--- src/hw/rtl/assert_macros.svh ---
// Assertion macros shared by the resampler RTL.
// Included by modules that carry concurrent checks; needs no other file.
`ifndef ASSERT_MACROS_SVH
`define ASSERT_MACROS_SVH

// Same-cycle implication, disabled during reset.
`define ARL_ASSERT_IMPL(label, clk, rst_n, ante, cons, msg) \
  label: assert property (@(posedge clk) disable iff (!rst_n) (ante) |-> (cons)) \
    else $error(msg);

// Next-cycle implication, disabled during reset.
`define ARL_ASSERT_NEXT(label, clk, rst_n, ante, cons, msg) \
  label: assert property (@(posedge clk) disable iff (!rst_n) (ante) |=> (cons)) \
    else $error(msg);

`endif

--- src/hw/rtl/arl_pkg.sv ---
// Types, constants and helpers of the resampler with one-pole low-pass.
// Used by every module of the block; depends on nothing.
`default_nettype none

package arl_pkg;

  localparam int SAMPLE_W   = 16;
  localparam int COUNT_W    = 21;
  localparam int STEP_W     = 16;
  localparam int ALPHA_W    = 17;
  localparam int CFG_DATA_W = 21;
  localparam int POS_FRAC   = 8;       // fraction bits of the output position
  localparam int MAX_OUT_DEF = 1048576;
  localparam int QUEUE_DEPTH = 2;

  localparam logic [STEP_W-1:0]  STEP_MIN  = STEP_W'(4);
  localparam logic [ALPHA_W-1:0] ALPHA_ONE = ALPHA_W'(65536);
  localparam logic [COUNT_W-1:0] INDEX_MAX = {COUNT_W{1'b1}};
  localparam logic [SAMPLE_W-1:0] HALF_SCALE = SAMPLE_W'(32768);

  // Configuration register indexes
  typedef enum logic [1:0] {
    CFG_WIDE  = 2'd0,
    CFG_STEP  = 2'd1,
    CFG_COUNT = 2'd2,
    CFG_ALPHA = 2'd3
  } cfg_idx_t;

  typedef struct packed {
    logic                wide_samples;
    logic [STEP_W-1:0]   step_ratio;
    logic [COUNT_W-1:0]  out_count;
    logic [ALPHA_W-1:0]  filter_alpha;
  } cfg_t;

  typedef struct packed {
    logic [SAMPLE_W-1:0] raw_sample;
    logic                start_of_sound;
  } in_item_t;

  typedef struct packed {
    logic signed [SAMPLE_W-1:0] sample;
    logic                       last_of_run;
    logic                       last_of_sound;
  } out_item_t;

  // Widened sample as it travels from front end to back end
  typedef struct packed {
    logic signed [SAMPLE_W-1:0] x;
    logic                       start;
  } q_item_t;

  typedef enum logic [1:0] {
    ST_IDLE = 2'd0,
    ST_MUL  = 2'd1,
    ST_EMIT = 2'd2
  } back_state_t;

  // Byte b becomes b*257-32768, i.e. {b,b} with the top bit flipped
  function automatic logic signed [SAMPLE_W-1:0] widen(input logic wide,
                                                       input logic [SAMPLE_W-1:0] raw);
    logic [SAMPLE_W-1:0] narrow;
    narrow = {raw[7:0], raw[7:0]} ^ HALF_SCALE;
    return wide ? $signed(raw) : $signed(narrow);
  endfunction

endpackage

`default_nettype wire

--- src/hw/rtl/arl_front.sv ---
// Front end: accepts source samples, widens them and stages them for the queue.
// Depends on arl_pkg.
`default_nettype none

module arl_front (
  input  wire logic              clk,
  input  wire logic              rst_n,
  input  wire logic              wide_samples,
  input  wire logic              in_valid,
  output logic                   in_ready,
  input  wire arl_pkg::in_item_t in_data,
  output logic                   push,
  output arl_pkg::q_item_t       push_item,
  input  wire logic              q_ready
);

  logic              stg_valid_r, stg_valid_nxt;
  arl_pkg::q_item_t  stg_r;
  logic              in_xfer;

  // Stage frees when its item moves into the queue
  assign in_ready  = !stg_valid_r || q_ready;
  assign in_xfer   = in_valid && in_ready;
  assign push      = stg_valid_r && q_ready;
  assign push_item = stg_r;

  always_comb begin
    stg_valid_nxt = stg_valid_r;
    if (in_xfer) begin
      stg_valid_nxt = 1'b1;
    end else if (push) begin
      stg_valid_nxt = 1'b0;
    end
  end

  always_ff @(posedge clk) begin
    if (!rst_n) begin
      stg_valid_r <= 1'b0;
    end else begin
      stg_valid_r <= stg_valid_nxt;
    end
  end

  // Payload: widen on the way in
  always_ff @(posedge clk) begin
    if (in_xfer) begin
      stg_r.x     <= arl_pkg::widen(wide_samples, in_data.raw_sample);
      stg_r.start <= in_data.start_of_sound;
    end
  end

endmodule

`default_nettype wire

--- src/hw/rtl/arl_queue.sv ---
// Short FIFO between front and back end so each side stalls on its own.
// Depends on arl_pkg.
`default_nettype none

module arl_queue (
  input  wire logic             clk,
  input  wire logic             rst_n,
  input  wire logic             push,
  input  wire arl_pkg::q_item_t push_item,
  output logic                  q_ready,
  input  wire logic             pop,
  output logic                  q_valid,
  output arl_pkg::q_item_t      q_item
);

  localparam int DEPTH = arl_pkg::QUEUE_DEPTH;
  localparam int PTR_W = (DEPTH > 1) ? $clog2(DEPTH) : 1;
  localparam int CNT_W = $clog2(DEPTH + 1);

  arl_pkg::q_item_t  slot_r [DEPTH];
  logic [PTR_W-1:0]  wr_ptr_r, wr_ptr_nxt;
  logic [PTR_W-1:0]  rd_ptr_r, rd_ptr_nxt;
  logic [CNT_W-1:0]  cnt_r, cnt_nxt;
  logic              do_push, do_pop;

  assign q_ready = (cnt_r != CNT_W'(DEPTH));
  assign q_valid = (cnt_r != '0);
  assign q_item  = slot_r[rd_ptr_r];
  assign do_push = push && q_ready;
  assign do_pop  = pop && q_valid;

  // Pointer wrap and occupancy
  always_comb begin
    wr_ptr_nxt = wr_ptr_r;
    rd_ptr_nxt = rd_ptr_r;
    if (do_push) begin
      wr_ptr_nxt = (wr_ptr_r == PTR_W'(DEPTH - 1)) ? '0 : wr_ptr_r + 1'b1;
    end
    if (do_pop) begin
      rd_ptr_nxt = (rd_ptr_r == PTR_W'(DEPTH - 1)) ? '0 : rd_ptr_r + 1'b1;
    end
    cnt_nxt = cnt_r;
    if (do_push && !do_pop) begin
      cnt_nxt = cnt_r + 1'b1;
    end else if (do_pop && !do_push) begin
      cnt_nxt = cnt_r - 1'b1;
    end
  end

  always_ff @(posedge clk) begin
    if (!rst_n) begin
      wr_ptr_r <= '0;
      rd_ptr_r <= '0;
      cnt_r    <= '0;
    end else begin
      wr_ptr_r <= wr_ptr_nxt;
      rd_ptr_r <= rd_ptr_nxt;
      cnt_r    <= cnt_nxt;
    end
  end

  always_ff @(posedge clk) begin
    if (do_push) begin
      slot_r[wr_ptr_r] <= push_item;
    end
  end

endmodule

`default_nettype wire

--- src/hw/rtl/arl_back.sv ---
// Back end: position tracking, floor-index sample selection, low-pass and result register.
// Depends on arl_pkg and assert_macros.svh.
`default_nettype none
`include "assert_macros.svh"

module arl_back #(
  parameter int MAX_OUT = arl_pkg::MAX_OUT_DEF
) (
  input  wire logic              clk,
  input  wire logic              rst_n,
  input  wire arl_pkg::cfg_t     cfg,
  input  wire logic              q_valid,
  input  wire arl_pkg::q_item_t  q_item,
  output logic                   q_pop,
  output logic                   out_valid,
  input  wire logic              out_ready,
  output arl_pkg::out_item_t     out_data
);

  localparam int COUNT_W  = arl_pkg::COUNT_W;
  localparam int SAMPLE_W = arl_pkg::SAMPLE_W;
  localparam int STEP_W   = arl_pkg::STEP_W;
  localparam int ALPHA_W  = arl_pkg::ALPHA_W;
  localparam int POS_FRAC = arl_pkg::POS_FRAC;
  localparam int CNT_MAX  = (1 << COUNT_W) - 1;
  localparam int CLIP_INT = (MAX_OUT > CNT_MAX) ? CNT_MAX : MAX_OUT;
  localparam logic [COUNT_W-1:0] MAX_CLIP = COUNT_W'(CLIP_INT);
  // Position never exceeds count * step; keep room to compare against the index
  localparam int POS_BITS = $clog2(CLIP_INT + 1) + STEP_W;
  localparam int POS_MIN  = COUNT_W + POS_FRAC;
  localparam int POS_W    = (POS_BITS > POS_MIN) ? POS_BITS : POS_MIN;
  localparam int DIFF_W   = SAMPLE_W + 1;
  localparam int PROD_W   = ALPHA_W + 1 + DIFF_W;

  arl_pkg::back_state_t         state_r, state_nxt;
  logic [COUNT_W-1:0]           idx_r, idx_nxt;
  logic [POS_W-1:0]             pos_r, pos_nxt;
  logic [COUNT_W-1:0]           emit_r, emit_nxt;
  logic signed [SAMPLE_W-1:0]   prev_r, prev_nxt;
  logic                         first_r, first_nxt;
  logic signed [SAMPLE_W-1:0]   x_r, x_nxt;
  logic signed [PROD_W-1:0]     prod_r, prod_nxt;
  logic                         out_valid_r, out_valid_nxt;
  arl_pkg::out_item_t           out_r, out_nxt;

  logic [STEP_W-1:0]            step;
  logic [COUNT_W-1:0]           limit;
  logic [ALPHA_W-1:0]           alpha;
  logic                         run_ok;
  logic [POS_W-1:0]             pos_step;
  logic [COUNT_W-1:0]           emit_inc;
  logic [COUNT_W-1:0]           idx_inc;
  logic                         last_run;
  logic signed [DIFF_W-1:0]     diff;
  logic signed [PROD_W-1:0]     product;
  logic signed [PROD_W-1:0]     acc;
  logic signed [PROD_W-17:0]    quot;
  logic signed [SAMPLE_W-1:0]   filt;
  logic signed [SAMPLE_W-1:0]   y;
  logic                         out_load;

  // Clipped configuration
  assign step  = (cfg.step_ratio < arl_pkg::STEP_MIN) ? arl_pkg::STEP_MIN : cfg.step_ratio;
  assign limit = (cfg.out_count > MAX_CLIP) ? MAX_CLIP : cfg.out_count;
  assign alpha = (cfg.filter_alpha > arl_pkg::ALPHA_ONE) ? arl_pkg::ALPHA_ONE
                                                         : cfg.filter_alpha;

  // Selection: does the next output land on the current source index
  assign run_ok   = (emit_r < limit) &&
                    (pos_r[POS_W-1:POS_FRAC] == (POS_W-POS_FRAC)'(idx_r));
  assign pos_step = pos_r + POS_W'(step);
  assign emit_inc = emit_r + 1'b1;
  assign idx_inc  = (idx_r == arl_pkg::INDEX_MAX) ? idx_r : idx_r + 1'b1;
  assign last_run = !((emit_inc < limit) &&
                      (pos_step[POS_W-1:POS_FRAC] == (POS_W-POS_FRAC)'(idx_r)));

  // Low-pass: y = trunc((65536*prev + alpha*(x - prev)) / 65536)
  assign diff    = DIFF_W'(x_r) - DIFF_W'(prev_r);
  assign product = $signed({1'b0, alpha}) * diff;
  assign acc     = {{(PROD_W-SAMPLE_W-16){prev_r[SAMPLE_W-1]}}, prev_r, 16'b0} + prod_r;
  assign quot    = acc[PROD_W-1:16] + ((acc[PROD_W-1] && (acc[15:0] != '0)) ? 1'b1 : 1'b0);
  assign filt    = quot[SAMPLE_W-1:0];
  assign y       = first_r ? filt : x_r;

  assign out_valid = out_valid_r;
  assign out_data  = out_r;

  // Sequencer: fetch, multiply, emit
  always_comb begin
    state_nxt = state_r;
    idx_nxt   = idx_r;
    pos_nxt   = pos_r;
    emit_nxt  = emit_r;
    prev_nxt  = prev_r;
    first_nxt = first_r;
    x_nxt     = x_r;
    prod_nxt  = prod_r;
    q_pop     = 1'b0;
    out_load  = 1'b0;
    out_nxt.sample        = y;
    out_nxt.last_of_run   = last_run;
    out_nxt.last_of_sound = (emit_inc == limit);
    case (state_r)
      arl_pkg::ST_IDLE: begin
        if (q_valid) begin
          q_pop = 1'b1;
          x_nxt = q_item.x;
          if (q_item.start) begin
            idx_nxt   = '0;
            pos_nxt   = '0;
            emit_nxt  = '0;
            prev_nxt  = '0;
            first_nxt = 1'b0;
          end
          state_nxt = arl_pkg::ST_MUL;
        end
      end
      arl_pkg::ST_MUL: begin
        if (run_ok) begin
          prod_nxt  = product;
          state_nxt = arl_pkg::ST_EMIT;
        end else begin
          idx_nxt   = idx_inc;
          state_nxt = arl_pkg::ST_IDLE;
        end
      end
      arl_pkg::ST_EMIT: begin
        if (!out_valid_r || out_ready) begin
          out_load  = 1'b1;
          prev_nxt  = y;
          first_nxt = 1'b1;
          pos_nxt   = pos_step;
          emit_nxt  = emit_inc;
          if (last_run) begin
            idx_nxt   = idx_inc;
            state_nxt = arl_pkg::ST_IDLE;
          end else begin
            state_nxt = arl_pkg::ST_MUL;
          end
        end
      end
      default: begin
        state_nxt = arl_pkg::ST_IDLE;
      end
    endcase
  end

  // Result register
  always_comb begin
    out_valid_nxt = out_valid_r;
    if (out_load) begin
      out_valid_nxt = 1'b1;
    end else if (out_ready) begin
      out_valid_nxt = 1'b0;
    end
  end

  always_ff @(posedge clk) begin
    if (!rst_n) begin
      state_r     <= arl_pkg::ST_IDLE;
      idx_r       <= '0;
      pos_r       <= '0;
      emit_r      <= '0;
      prev_r      <= '0;
      first_r     <= 1'b0;
      out_valid_r <= 1'b0;
    end else begin
      state_r     <= state_nxt;
      idx_r       <= idx_nxt;
      pos_r       <= pos_nxt;
      emit_r      <= emit_nxt;
      prev_r      <= prev_nxt;
      first_r     <= first_nxt;
      out_valid_r <= out_valid_nxt;
    end
  end

  always_ff @(posedge clk) begin
    x_r    <= x_nxt;
    prod_r <= prod_nxt;
    if (out_load) begin
      out_r <= out_nxt;
    end
  end

  // Checks
  `ARL_ASSERT_NEXT(a_prev_tracks_out, clk, rst_n, out_load, prev_r == out_r.sample, "filter state differs from emitted sample")
  `ARL_ASSERT_IMPL(a_sound_end_ends_run, clk, rst_n, out_load && out_nxt.last_of_sound, out_nxt.last_of_run, "sound ended but run continues")
  `ARL_ASSERT_NEXT(a_emit_counts, clk, rst_n, out_load, emit_r == $past(emit_r) + 1'b1, "output count did not advance")

endmodule

`default_nettype wire

--- src/hw/rtl/audio_resample_lowpass_unit.sv ---
// An input sample goes through the front-end stage register and the queue; the back end
// fetches it, registers the filter multiply, then loads the result register once free.
// Per sample it spends a fetch state, per result a multiply and an emit state (with no
// result, only a multiply state), as the registered multiply feeds the next filter input.
// A 2-entry queue lets the input side keep accepting while results are in flight.
// Reset: synchronous, active-low rst_n; config returns to defaults, sound state clears.
`default_nettype none

module audio_resample_lowpass_unit #(
  parameter int MAX_OUT = arl_pkg::MAX_OUT_DEF
) (
  input  wire logic                              clk,
  input  wire logic                              rst_n,
  input  wire logic                              in_valid,
  output logic                                   in_ready,
  input  wire arl_pkg::in_item_t                 in_data,
  output logic                                   out_valid,
  input  wire logic                              out_ready,
  output arl_pkg::out_item_t                     out_data,
  input  wire logic                              cfg_valid,
  output logic                                   cfg_ready,
  input  wire arl_pkg::cfg_idx_t                 cfg_index,
  input  wire logic [arl_pkg::CFG_DATA_W-1:0]    cfg_data
);

  arl_pkg::cfg_t    cfg_r, cfg_nxt;
  logic             push;
  arl_pkg::q_item_t push_item;
  logic             q_ready;
  logic             q_valid;
  arl_pkg::q_item_t q_item;
  logic             q_pop;

  assign cfg_ready = 1'b1;

  // Configuration registers
  always_comb begin
    cfg_nxt = cfg_r;
    if (cfg_valid) begin
      case (cfg_index)
        arl_pkg::CFG_WIDE:  cfg_nxt.wide_samples = cfg_data[0];
        arl_pkg::CFG_STEP:  cfg_nxt.step_ratio   = cfg_data[arl_pkg::STEP_W-1:0];
        arl_pkg::CFG_COUNT: cfg_nxt.out_count    = cfg_data[arl_pkg::COUNT_W-1:0];
        arl_pkg::CFG_ALPHA: cfg_nxt.filter_alpha = cfg_data[arl_pkg::ALPHA_W-1:0];
        default: cfg_nxt = cfg_r;
      endcase
    end
  end

  always_ff @(posedge clk) begin
    if (!rst_n) begin
      cfg_r.wide_samples <= 1'b0;
      cfg_r.step_ratio   <= arl_pkg::STEP_W'(64);
      cfg_r.out_count    <= '0;
      cfg_r.filter_alpha <= arl_pkg::ALPHA_W'(28836);
    end else begin
      cfg_r <= cfg_nxt;
    end
  end

  arl_front u_front (
    .clk          (clk),
    .rst_n        (rst_n),
    .wide_samples (cfg_r.wide_samples),
    .in_valid     (in_valid),
    .in_ready     (in_ready),
    .in_data      (in_data),
    .push         (push),
    .push_item    (push_item),
    .q_ready      (q_ready)
  );

  arl_queue u_queue (
    .clk       (clk),
    .rst_n     (rst_n),
    .push      (push),
    .push_item (push_item),
    .q_ready   (q_ready),
    .pop       (q_pop),
    .q_valid   (q_valid),
    .q_item    (q_item)
  );

  arl_back #(
    .MAX_OUT (MAX_OUT)
  ) u_back (
    .clk       (clk),
    .rst_n     (rst_n),
    .cfg       (cfg_r),
    .q_valid   (q_valid),
    .q_item    (q_item),
    .q_pop     (q_pop),
    .out_valid (out_valid),
    .out_ready (out_ready),
    .out_data  (out_data)
  );

endmodule

`default_nettype wire
--- config.mk ---
export PLATFORM = sky130hd
export DESIGN_NAME = audio_resample_lowpass_unit
export DESIGN_NICKNAME = d
export VERILOG_FILES = /design/src/hw/rtl/arl_pkg.sv /design/src/hw/rtl/arl_front.sv /design/src/hw/rtl/arl_queue.sv /design/src/hw/rtl/arl_back.sv /design/src/hw/rtl/audio_resample_lowpass_unit.sv
export VERILOG_INCLUDE_DIRS = /design/src /design/src/hw/rtl
export SDC_FILE = /design/constraint.sdc
export NUM_CORES = 1
export LEC_CHECK = 0
export ABC_CLOCK_PERIOD_IN_PS = 12300
export BUFFER_PORTS_ARGS = -buffer_cell sky130_fd_sc_hd__buf_2
export CAP_MARGIN = 30
export CORE_AREA = 2 2 211 264
export CTS_CLUSTER_SIZE = 14
export DETAILED_ROUTE_END_ITERATION = 8
export DIE_AREA = 0 0 213 266
export PLACE_DENSITY = 0.77
export REMOVE_ABC_BUFFERS = 1
export SETUP_SLACK_MARGIN = 0.02
export SYNTH_ARGS = -nofsm -noshare
export SYNTH_HDL_FRONTEND = slang
export SYNTH_SLANG_ARGS = --single-unit
--- constraint.sdc ---
create_clock -name clk -period 12.3 [get_ports clk]
set_input_delay 2.46 -clock clk [delete_from_list [all_inputs] [get_ports clk]]
set_output_delay 2.46 -clock clk [all_outputs]
set_load 0.05 [all_outputs]
Word level (Yosys, flattened, before mapping)
Memory sizes are Yosys's and may differ from the RTL's. A register that Yosys moved wholly into a read port is not among the register bits.
Cells that the tools add are included.

operators by class
  shift-type cells = 0
  order comparisons = 5
  muxes and demuxes = 48
  bitwise logic cells = 1
  add/sub/neg operators = 10
  equal/unequal tests = 15
  divide/modulo/power cells = 0
  reduce and logical (&&, ||, !) cells = 34
  multipliers = 1

operators with widths
  cell                                                 number
  2-to-1 mux 21 bit                                    8
  2-to-1 mux 37 bit                                    3
  2-to-1 mux 16 bit                                    6
  one-hot mux 37 bit (2 select lines)                  1
  one-hot mux 21 bit (3 select lines)                  1
  == test 29 x 21 -> 1 bit                             2
  adder 21 x 1 -> 21 bit, second input constant        2
  < comparator 21 bit                                  2
  one-hot mux 21 bit (2 select lines)                  1
  adder 37 x 16 -> 37 bit                              1
  adder 35 bit                                         1
  multiplier 18 x 17 -> 35 bit                         1
  one-hot mux 16 bit (2 select lines)                  1
  == test 21 bit                                       1
  == test 21 bit, second input constant                1
  > comparator 21 bit, second input constant           1
  2-to-1 mux 1 bit                                     19
  > comparator 17 bit, second input constant           1
  2-to-1 mux 17 bit                                    1
  subtractor 16 x 16 -> 17 bit                         1
  adder 16 bit                                         1
  < comparator 16 x 3 -> 1 bit, second input constant  1
  nonzero test 16 bit                                  1
  AND reduction 2 bit                                  7
  other kinds (19)                                     49

word-level totals
  input port bits = 45
  memories kept = 1
  word-level logic and storage cells = 137
  output and inout port bits = 21
  bits in writable memories = 34
  flip-flop bits (word level) = 245
  memory bits (read-only) = 0
  latch bits = 0

memory list
  memory          depth  bits a word  read ports  clocked after Yosys merged registers in  wr ports  line             RTL
  u_queue.slot_r  2      17           1           1                                        1         arl_queue.sv:20  arl_pkg::q_item_t slot_r [DEPTH];

Depth between registers and ports, before layout
Gate-level depths: netlist (run 1).

  depth in word-level cells = 8
  mapped depth = 34
  gate-level depth less buffers = 34

By module
From an unflattened synthesis (run 1), not the netlist that was laid out.

unflattened totals
  cell total of the unflattened synthesis = 2,891
  area total of the unflattened synthesis = 25,842.3 um^2

modules (own cells, without submodules)
  module                       seq. area each (um^2)  area each (um^2)  cells each  times used
  arl_back                     4,053.9                21,495.6          2,562       1
  audio_resample_lowpass_unit  1,101.1                2,193.4           219         1
  arl_queue                    1,121.1                1,467.7           77          1
  arl_front                    530.5                  685.7             33          1

Least setup slack after synthesis (run 1)
No wires, ideal clock.

  kind = register -> register
  start = register u_back.prev_r[1]
  end = register u_back.prod_r[27], data pin
  arrival = 8.237 ns
  path buffers = 1
  period minus slack after synthesis = 8.516 ns
  required time = 12.021 ns
  path slack = 3.784 ns
  cell stages (with the launch flop) = 32
  setup time = 0.279 ns
  path through = dfxtp_1 > inv_1 > ha_1 > nor2b_1 > o21ai_0 > a21boi_0 > o21ai_0 > a21boi_0 > o2111ai_1 > nand3_1 > a31o_2 > a211oi_1 > clkbuf_1 > nor3_1 > fa_1 > inv_1 > fa_1 > inv_1 > fa_1 > fa_1 > fa_1 > inv_1 > fa_1 > inv_1 > ha_1 > o211ai_1 > o21ai_0 > a31oi_1 > o21ai_0 > a21oi_1 > and4b_1 > or4b_2

between the ends
  word-level cells in the longest chain between the ends = 2

RTL lines
  what                          line             RTL
  from (decl)                   arl_back.sv:39   logic signed [SAMPLE_W-1:0] prev_r, prev_nxt;
  from (signal assigned)        arl_back.sv:172  prev_r <= prev_nxt;
  subtractor 16 x 16 -> 17 bit  arl_back.sv:78   assign diff = DIFF_W'(x_r) - DIFF_W'(prev_r);
  multiplier 18 x 17 -> 35 bit  arl_back.sv:79   assign product = $signed({1'b0, alpha}) * diff;
  via u_back.product[27]        arl_back.sv:55   logic signed [PROD_W-1:0] product;
  to (signal assigned)          arl_back.sv:180  prod_r <= prod_nxt;
  to (decl)                     arl_back.sv:42   logic signed [PROD_W-1:0] prod_r, prod_nxt;

The timed path passes the listed nets, and every way through them passes these cells.
A chain may end at the register's enable or synchronous reset.

Final worst setup path (run 1)
Same ends and word-level chain as after synthesis.

==> impl_metrics.py, run 1 <==
metrics = {
    "status": {
        "outcome": "complete, no violations",
    },
    "logic_synthesis": {
        "synth_edf_count": 120,
        "ys_seq_area_share_pct": 25.4,
        "syn_inst": 3054,
        "synthArstFlopShare_pct": 0,
        "synth_area_sq_um": 26800,
        "yosysWarnings": 0,
        "synth.avg_cell_area_sq_um": 8.78,
        "synthDistinctLibCells": 94,
        "ys_ff_latch": 280,
        "synth-main-ff-cell": "dfxtp_1",
    },
    "route": {
        "ant_nets": 0,
        "drc": 0,
        "num_vias": 22000,
        "first_pass_iters": 5,
        "initialDrtViolationCount": 1502,
        "drt-total-wl_microns": 72200,
        "wl_per_cell_microns": 19.1,
        "drt-vias-per-instance": 5.82,
    },
    "finish": {
        "final_util_pct": 52.7,
        "final_area_sq_um": 28700,
        "drive_above_1_share_pct": 7.19,
        "final_common_cell": "nand2_1",
        "syn_to_final_growth_pct": 6.91,
        "finalNonFillerCells": 3779,
        "multiInputGateArea_sq_um": 18100,
        "num_antenna_cells": 0,
        "nets": 3521,
        "layout.cells.most_common_list": "nand2_1, inv_1, nor2_1",
        "num-fill-cells": 4900,
        "layout.area.seq_sq_um": 6810,
    },
    "sta": {
        "rsz0062_at_grt": "false",
        "fin_skew_ps": 18.6,
        "slew-limit-headroom_pct": 33.1,
        "finalSetupViolations": 0,
        "min_period_ps": 10030,
        "finalHoldViolCount": 0,
        "fin_crit_sh_pct": 81.6,
        "final_max_slew_viol_count": 0,
        "tightest_slew_ps": 1000,
        "fmax_mhz": 99.7,
        "tns_ps": 0,
    },
    "flow_run": {
        "drv_cap": 0,
    },
    "clock_tree": {
        "cts_buffer_depth": 3,
        "clkTransAtPathRegs_ps": 60,
        "cts_root_buf": "clkbuf_16",
        "cts_num_sinks": 280,
        "clk_latency_ps": 600,
        "cts_hold_buf": 0,
        "cts-buffers-inserted": 30,
        "cts_resized": 0,
        "ctsHtreeMaxLevel": 1,
        "post_cts.repair.setup_buffers": 0,
        "cts_tree": "done",
    },
    "die": {
        "die_area_sq_um": 56700,
        "die_height_microns": 266,
        "core_region_area_sq_um": 54400,
        "row_count": 96,
        "initial_core_util_pct": 49.3,
        "design.portCount": 66,
        "dieWidth_microns": 213,
    },
    "global_routing": {
        "grt_usage_pct": 25.7,
        "grt_max_degree": 83,
        "overflow": 0,
        "grt_pass1_wl_microns": 115000,
        "grt_pass1_vias": 21900,
        "antenna_found_initial": 0,
    },
    "worst_hold_path": {
        "hp-class": "flop to flop",
    },
    "critical_path": {
        "slowest_stage": "nand2_1",
        "critPathMostFrequentCell": "inv_1",
        "required_ps": 12630,
        "startpoint_type": "flop",
        "arrival_ps": 10360,
        "r2r_setup_slack_ps": 2270,
        "criticalPathCategory": "flop to flop",
        "cp_slowest_stage_delay_ps": 620,
        "endpoint_kind": "flop",
        "cp_max_fo": 19,
    },
    "place": {
        "dp_hpwl_microns": 55300,
        "numPortBuffers": 64,
        "place_area_sq_um": 27700,
        "routabilityCongestion": 0.977,
        "place_inst": 3725,
    },
}
## path summary, 6_finish.rpt
check                                      startpoint               endpoint  cells past startpoint
worst max register to register       u_back.prev_r[1]      u_back.prod_r[27]                     32
worst max-delay path                 u_back.prev_r[1]      u_back.prod_r[27]                     32
worst min register to register  u_front.push_item[13]  u_queue.slot_r[0][13]                      0
worst min-delay path            u_front.push_item[13]  u_queue.slot_r[0][13]                      0
## routing by layer
metal / vias to the layer above / GRT usage (%) / share of wire [%]
met5: - / 0 / 0
met4: 0 / 14.4 / 6.3
met3: 243 / 2.64 / 5.1
met2: 763 / 45.6 / 50
met1: 10600 / 30.3 / 38
li1: 10300 / - / -
## sequential cells by signal, indices dropped and copies added, names as in the netlist, 2 cells and up, named ones only
| signal | cells |
|---|---|
| u_back.prev_r | 16 |
| u_back.idx_r | 21 |
| cfg_r | 55 |
| u_back.pos_r | 37 |
| u_back.prod_r | 35 |
| u_queue.cnt_r | 2 |
| u_back.state_r | 2 |
| u_back.emit_r | 21 |
| u_queue.slot_r | 34 |
| u_front.push_item | 17 |
| u_back.x_r | 16 |
| u_back.out_data | 18 |
## metrics by stage
stage,hold slack [ps],setup WS [ps]
6_report,447,2270
5_1_grt,459,1670
4_1_cts,446,2380
3_5_place_dp,431,2420
3_3_place_gp,427,2640
2_1_floorplan,421,3530
## layout make-up
class / count / share of cell area [%]
tap: 735 / 3.21
clock buffer: 40 / 2.82
sequential: 280 / 23.7
inverter: 338 / 4.43
multi-input combinational: 2272 / 63.1
timing repair buffer: 100 / 2.13
clock inverter: 14 / 0.537
## worst max-delay path: cells and delay by family, from the launching register on
kind	cells	cell delay, ps
buffers and inverters	6	320
AND/OR/NAND/NOR	8	3160
AO/OA/AOI/OAI	10	2310
flip-flops	1	440
adder cells (fa/ha/maj)	8	3500
## synth_stat cells, types with 20 or more instances
master,n,area [sq um]
nand2_1,414,1550
inv_1,334,1250
nor2_1,240,901
fa_1,227,4540
ha_1,227,2840
dfxtp_1,160,3200
clkbuf_1,130,488
edfxtp_1,120,3600
a21oi_1,109,546
xnor2_1,83,727
o21ai_0,77,385
nand3_1,59,295
and2_1,57,357
nor3_1,54,270
nor2b_1,53,332
nand4_1,50,313
xor2_1,50,438
a21boi_0,48,360
a22oi_1,38,285
a21o_1,34,255
and3_1,33,206
nor4_1,33,206
a211oi_1,30,225
mux2_2,28,315
o21a_1,22,165
nand2b_1,20,125
## kinds of logic (layout without fill, tap and decap cells)
kind of cell	count (synthesis)	in the layout	share of synthesized area, %
and+or+nand+nor	1124	1124	20.3
AOI/OAI and AO/OA	524	524	13.6
buffers and inverters	502	492	7.24
adders and majority gates	454	454	27.5
DFF	280	280	25.4
xor gates and xnor gates	136	136	4.60
muxes	33	33	1.36
other	1	1	0.0140
Power of run 1 is not shown: default switching activity piles up to over one toggle a cycle in this logic, so the estimate is an artifact.
==> run 2, diff against run 1 <==
Settings changed: ABC_AREA from default to 1, ABC_CLOCK_PERIOD_IN_PS 12300 to 9700, CORE_AREA 2 2 211 264 to 2 2 208 261, DIE_AREA 0 0 213 266 to 0 0 210 263.
Clock period 12.3 ns to 9.7 ns, I/O delays scaled along.
==> impl_metrics.py, run 2 <==
metrics = {
    "logic_synthesis": {
        "synth_edf_count": 120,
        "ys_seq_area_share_pct": 26.0,
        "synthDistinctLibCells": 59,
        "synth_top_area_share_pct": 17.4,
        "synth_largest_area_cell": "fa_1",
        "yosysMostFrequentCell": "nand2_1",
        "synth-main-ff-cell": "dfxtp_1",
        "ys_ff_latch": 280,
        "synthTopCellsByCount": "nand2_1, inv_1, nor2_1",
        "synthTopCellsByArea": "fa_1, edfxtp_1, dfxtp_1",
        "syn_inst": 3427,
        "yosysWarnings": 0,
        "synth.avg_cell_area_sq_um": 7.64,
        "synth_area_sq_um": 26200,
        "synthArstFlopShare_pct": 0,
    },
    "clock_tree": {
        "clk_latency_ps": 600,
        "cts_hold_buf": 0,
        "cts_num_sinks": 280,
        "cts_tree": "done",
        "clkTransAtPathRegs_ps": 70,
        "cts-buffers-inserted": 29,
        "cts_root_buf": "clkbuf_16",
        "cts_resized": 0,
        "post_cts.repair.setup_buffers": 0,
        "ctsHtreeMaxLevel": 1,
        "cts_buffer_depth": 3,
    },
    "place": {
        "place_ws_ps": 1200,
        "numPortBuffers": 64,
        "routabilityCongestion": 1.01,
        "place_inst": 4087,
        "dp_hpwl_microns": 55800,
    },
    "critical_path": {
        "cp_max_fo": 12,
        "required_ps": 10050,
        "slowest_stage": "fa_1",
        "startpoint_type": "flop",
        "cp.buffers_inverters": 5,
        "cp_slowest_stage_delay_ps": 560,
        "crit_family": "adder cells",
        "critPathMostFrequentCell": "fa_1",
        "arrival_ps": 8900,
        "endpoint_kind": "flop",
        "criticalPathCategory": "flop to flop",
    },
    "die": {
        "die_area_sq_um": 55200,
        "core_region_area_sq_um": 52600,
        "dieWidth_microns": 210,
        "initial_core_util_pct": 49.8,
        "design.portCount": 66,
        "die_height_microns": 263,
        "row_count": 94,
    },
    "global_routing": {
        "antenna_found_initial": 0,
        "grt_usage_pct": 25.8,
        "grt_max_degree": 66,
        "overflow": 0,
        "grt_pass1_vias": 22200,
        "grt_pass1_wl_microns": 113000,
    },
    "route": {
        "drt-total-wl_microns": 71500,
        "initialDrtViolationCount": 1649,
        "drt-vias-per-instance": 5.48,
        "first_pass_iters": 5,
        "drc": 0,
        "wl_per_cell_microns": 17.3,
        "ant_nets": 0,
        "num_vias": 22700,
    },
    "sta": {
        "finalHoldViolCount": 0,
        "tns_ps": 0,
        "fin_crit_sh_pct": 88.2,
        "min_period_ps": 8560,
        "fmax_mhz": 117,
        "tightest_slew_ps": 1040,
        "final_max_slew_viol_count": 0,
        "finalSetupViolations": 0,
        "rsz0062_at_grt": "false",
        "fin_skew_ps": 31.9,
        "slew-limit-headroom_pct": 30.5,
        "finalWorstSetupSlack_ps": 1140,
    },
    "finish": {
        "largest_register_ffs": 55,
        "finalNonFillerCells": 4141,
        "multiInputGateArea_sq_um": 16800,
        "final_util_pct": 53.5,
        "syn_to_final_growth_pct": 7.39,
        "top_regs": "cfg_r: 55 flops, u_back.pos_r: 37 flops, u_back.prod_r: 35 flops",
        "top_register": "cfg_r",
        "drive_above_1_share_pct": 5.42,
        "nets": 3945,
        "final_common_cell": "nand2_1",
        "layout.cells.most_common_list": "nand2_1, inv_1, nor2_1",
        "num_antenna_cells": 0,
        "layout.area.seq_sq_um": 6810,
        "num-fill-cells": 4903,
    },
    "worst_hold_path": {
        "hp-class": "flop to flop",
    },
    "status": {
        "outcome": "complete, no violations",
    },
    "flow_run": {
        "drv_cap": 0,
    },
}
## run 2: cell types whose count changed in the layout (fill, tap and decap cells not counted), sizes merged, moves of 31 or more
cell | previous run | this run
nand2 | 414 | 827
and2 | 59 | 2
nor2b | 53 | 0
and3 | 33 | 2
xnor2 | 83 | 28
a21boi | 49 | 7
o21ai | 84 | 119
a21o | 34 | 3
a22oi | 38 | 0
nor2 | 240 | 385
a21oi | 109 | 223
nand3 | 59 | 170
inv | 335 | 563
## run 2: stage by stage
stage          cell area [sq um]  hold slack (ps)
6_report                   28100              446
5_1_grt                    28100              456
2_1_floorplan              25800              421
4_1_cts                    28100              445
3_3_place_gp               27100              424
3_5_place_dp               27100              431
## run 2: final cells by class
type | count | area share, %
multi-input cells | 2474 | 59.9
flip-flops and latches | 280 | 24.2
inverters | 570 | 7.61
well taps | 672 | 2.99
clock buffers | 35 | 2.80
repair buffers | 91 | 1.87
clock inverters | 19 | 0.641
## run 2: final timing paths
check                        startpoint                    end  slack [ps]  depth (start not counted)
hold / removal    u_front.push_item[11]  u_queue.slot_r[1][11]         450                          0
hold reg to reg   u_front.push_item[11]  u_queue.slot_r[1][11]         450                          0
setup / recovery          u_back.x_r[0]      u_back.prod_r[30]        1140                         32
setup reg to reg          u_back.x_r[0]      u_back.prod_r[30]        1140                         32
## run 2: kinds of logic (layout without fill, tap and decap cells)
logic type               Yosys count  in the layout  synth area share [%]
XOR/XNOR                          92             92                  3.24
multiplexers                       7              7                 0.301
other                              1              1                0.0143
buffers and inverters            673            715                  9.75
adder cells (fa/ha/maj)          454            454                  28.2
AO/OA/AOI/OAI                    400            400                  8.26
AND/OR/NAND/NOR                 1520           1520                  24.2
flip-flops                       280            280                  26.0
## run 2: layer usage
layer | share of wire, % | GRT usage (%) | wire length [microns]
met1 | 38 | 29.9 | 27000
met2 | 50 | 46.0 | 35900
met5 | 0 | 0 | 0
met4 | 6.5 | 15.2 | 4640
met3 | 5.5 | 2.67 | 3960
Power of run 2 is left out for the same reason.
==> run 3, diff against run 2 <==
Settings changed: PLACE_DENSITY 0.77 to 0.66.
==> impl_metrics.py, run 3 (same netlist as run 2, synthesis figures left out) <==
metrics = {
    "clock_tree": {
        "ctsHtreeMaxLevel": 1,
        "cts_buffer_depth": 3,
        "clk_latency_ps": 600,
        "post_cts.repair.setup_buffers": 0,
        "cts_num_sinks": 280,
        "clkTransAtPathRegs_ps": 70,
        "cts_resized": 0,
        "cts_tree": "done",
        "cts-buffers-inserted": 30,
        "cts_hold_buf": 0,
        "cts_root_buf": "clkbuf_16",
    },
    "critical_path": {
        "r2r_setup_slack_ps": 1120,
        "arrival_ps": 8940,
        "r2r_end": "u_back.prod_r[28]",
        "reg2reg_from": "u_back.x_r[0]",
        "startpoint": "u_back.x_r[0]",
        "crit_end": "u_back.prod_r[28]",
        "cp_slowest_stage_delay_ps": 550,
        "startpoint_type": "flop",
        "cp_max_fo": 12,
        "slowest_stage": "fa_1",
        "r2r_cells": 33,
        "endpoint_kind": "flop",
        "criticalPathCategory": "flop to flop",
        "required_ps": 10050,
    },
    "die": {
        "die_height_microns": 263,
        "row_count": 94,
        "design.portCount": 66,
        "die_area_sq_um": 55200,
        "core_region_area_sq_um": 52600,
        "dieWidth_microns": 210,
        "initial_core_util_pct": 49.8,
    },
    "finish": {
        "syn_to_final_growth_pct": 7.45,
        "top_regs": "cfg_r: 55 flops, u_back.pos_r: 37 flops, u_back.prod_r: 35 flops",
        "layout.cells.most_common_list": "nand2_1, inv_1, nor2_1",
        "nets": 3947,
        "largest_register_ffs": 55,
        "final_common_cell": "nand2_1",
        "num_antenna_cells": 0,
        "top_register": "cfg_r",
        "drive_above_1_share_pct": 5.50,
    },
    "sta": {
        "fin_crit_sh_pct": 88.5,
        "tns_ps": 0,
        "final_max_slew_viol_count": 0,
        "slew-limit-headroom_pct": 30.8,
        "finalSetupViolations": 0,
        "tightest_slew_ps": 1030,
        "fin_skew_ps": 15.1,
        "fmax_mhz": 117,
        "finalHoldViolCount": 0,
        "min_period_ps": 8580,
        "rsz0062_at_grt": "false",
    },
    "route": {
        "wl_per_cell_microns": 17.6,
        "drc": 0,
        "first_pass_iters": 6,
        "initialDrtViolationCount": 1472,
        "ant_nets": 0,
        "drt-vias-per-instance": 5.36,
        "num_vias": 22200,
        "drt-total-wl_microns": 73000,
    },
    "global_routing": {
        "grt_usage_pct": 26.5,
        "grt_max_degree": 58,
        "grt_pass1_wl_microns": 116000,
        "antenna_found_initial": 0,
        "grt_pass1_vias": 21700,
        "overflow": 0,
    },
    "worst_hold_path": {
        "hp-class": "flop to flop",
    },
    "flow_run": {
        "drv_cap": 0,
    },
    "status": {
        "outcome": "complete, no violations",
    },
    "place": {
        "dp_hpwl_microns": 57500,
        "routabilityCongestion": 0.972,
        "numPortBuffers": 64,
    },
}
[run 3: final cells by class]
cell class,count,area (sq um)
sequential,280,6810
timing repair buffer,92,531
clock buffer,36,823
multi-input combinational,2474,16800
inverter,570,2140
tap,672,841
clock inverter,19,153
fill,5093,24500
[run 3: worst max-delay path: cells and delay by family, from the launching register on]
kind	cells	cell delay (ps)
and+or+nand+nor	13	2070
AOI/OAI and AO/OA	5	1230
xor gates and xnor gates	1	60
buffers and inverters	5	560
DFF	1	320
adders and majority gates	9	4110
[run 3: worst min path at each step]
stage	from	endpoint	slack, ps	cells past startpoint
detailed placement	u_front.push_item[12]	u_queue.slot_r[1][12]	430	0
finish	u_front.push_item[14]	u_queue.slot_r[1][14]	430	0
floorplan	u_front.push_item[0]	u_queue.slot_r[0][0]	420	0
global placement	u_front.push_item[16]	u_queue.slot_r[1][16]	420	0
CTS	u_front.push_item[14]	u_queue.slot_r[1][14]	430	0
global route	u_front.push_item[14]	u_queue.slot_r[0][14]	450	0
[run 3: layer usage]
metal  global-route usage, %  routed length, microns  part of all wire, %  vias up
li1                        -                       -                    -    10900
met1                    33.5                   30100                   41    10500
met2                    46.1                   35700                   49      608
met3                    2.45                    3700                  5.1      189
met4                    11.8                    3600                  4.9        0
met5                       0                       0                    0        -
[run 3: stage by stage]
step	area, sq um	worst slack, ps	hold WS, ps	util [%]	instances
6_report	28100	1120	435	53.5	4143
5_1_grt	28100	313	449	53.5	4143
4_1_cts	28100	1110	435	53.5	4143
3_5_place_dp	27100	1140	432	51.6	4088
3_3_place_gp	27100	1260	424	51.6	4086
2_1_floorplan	25800	2140	421	-	3324
Power of run 3 is left out for the same reason.
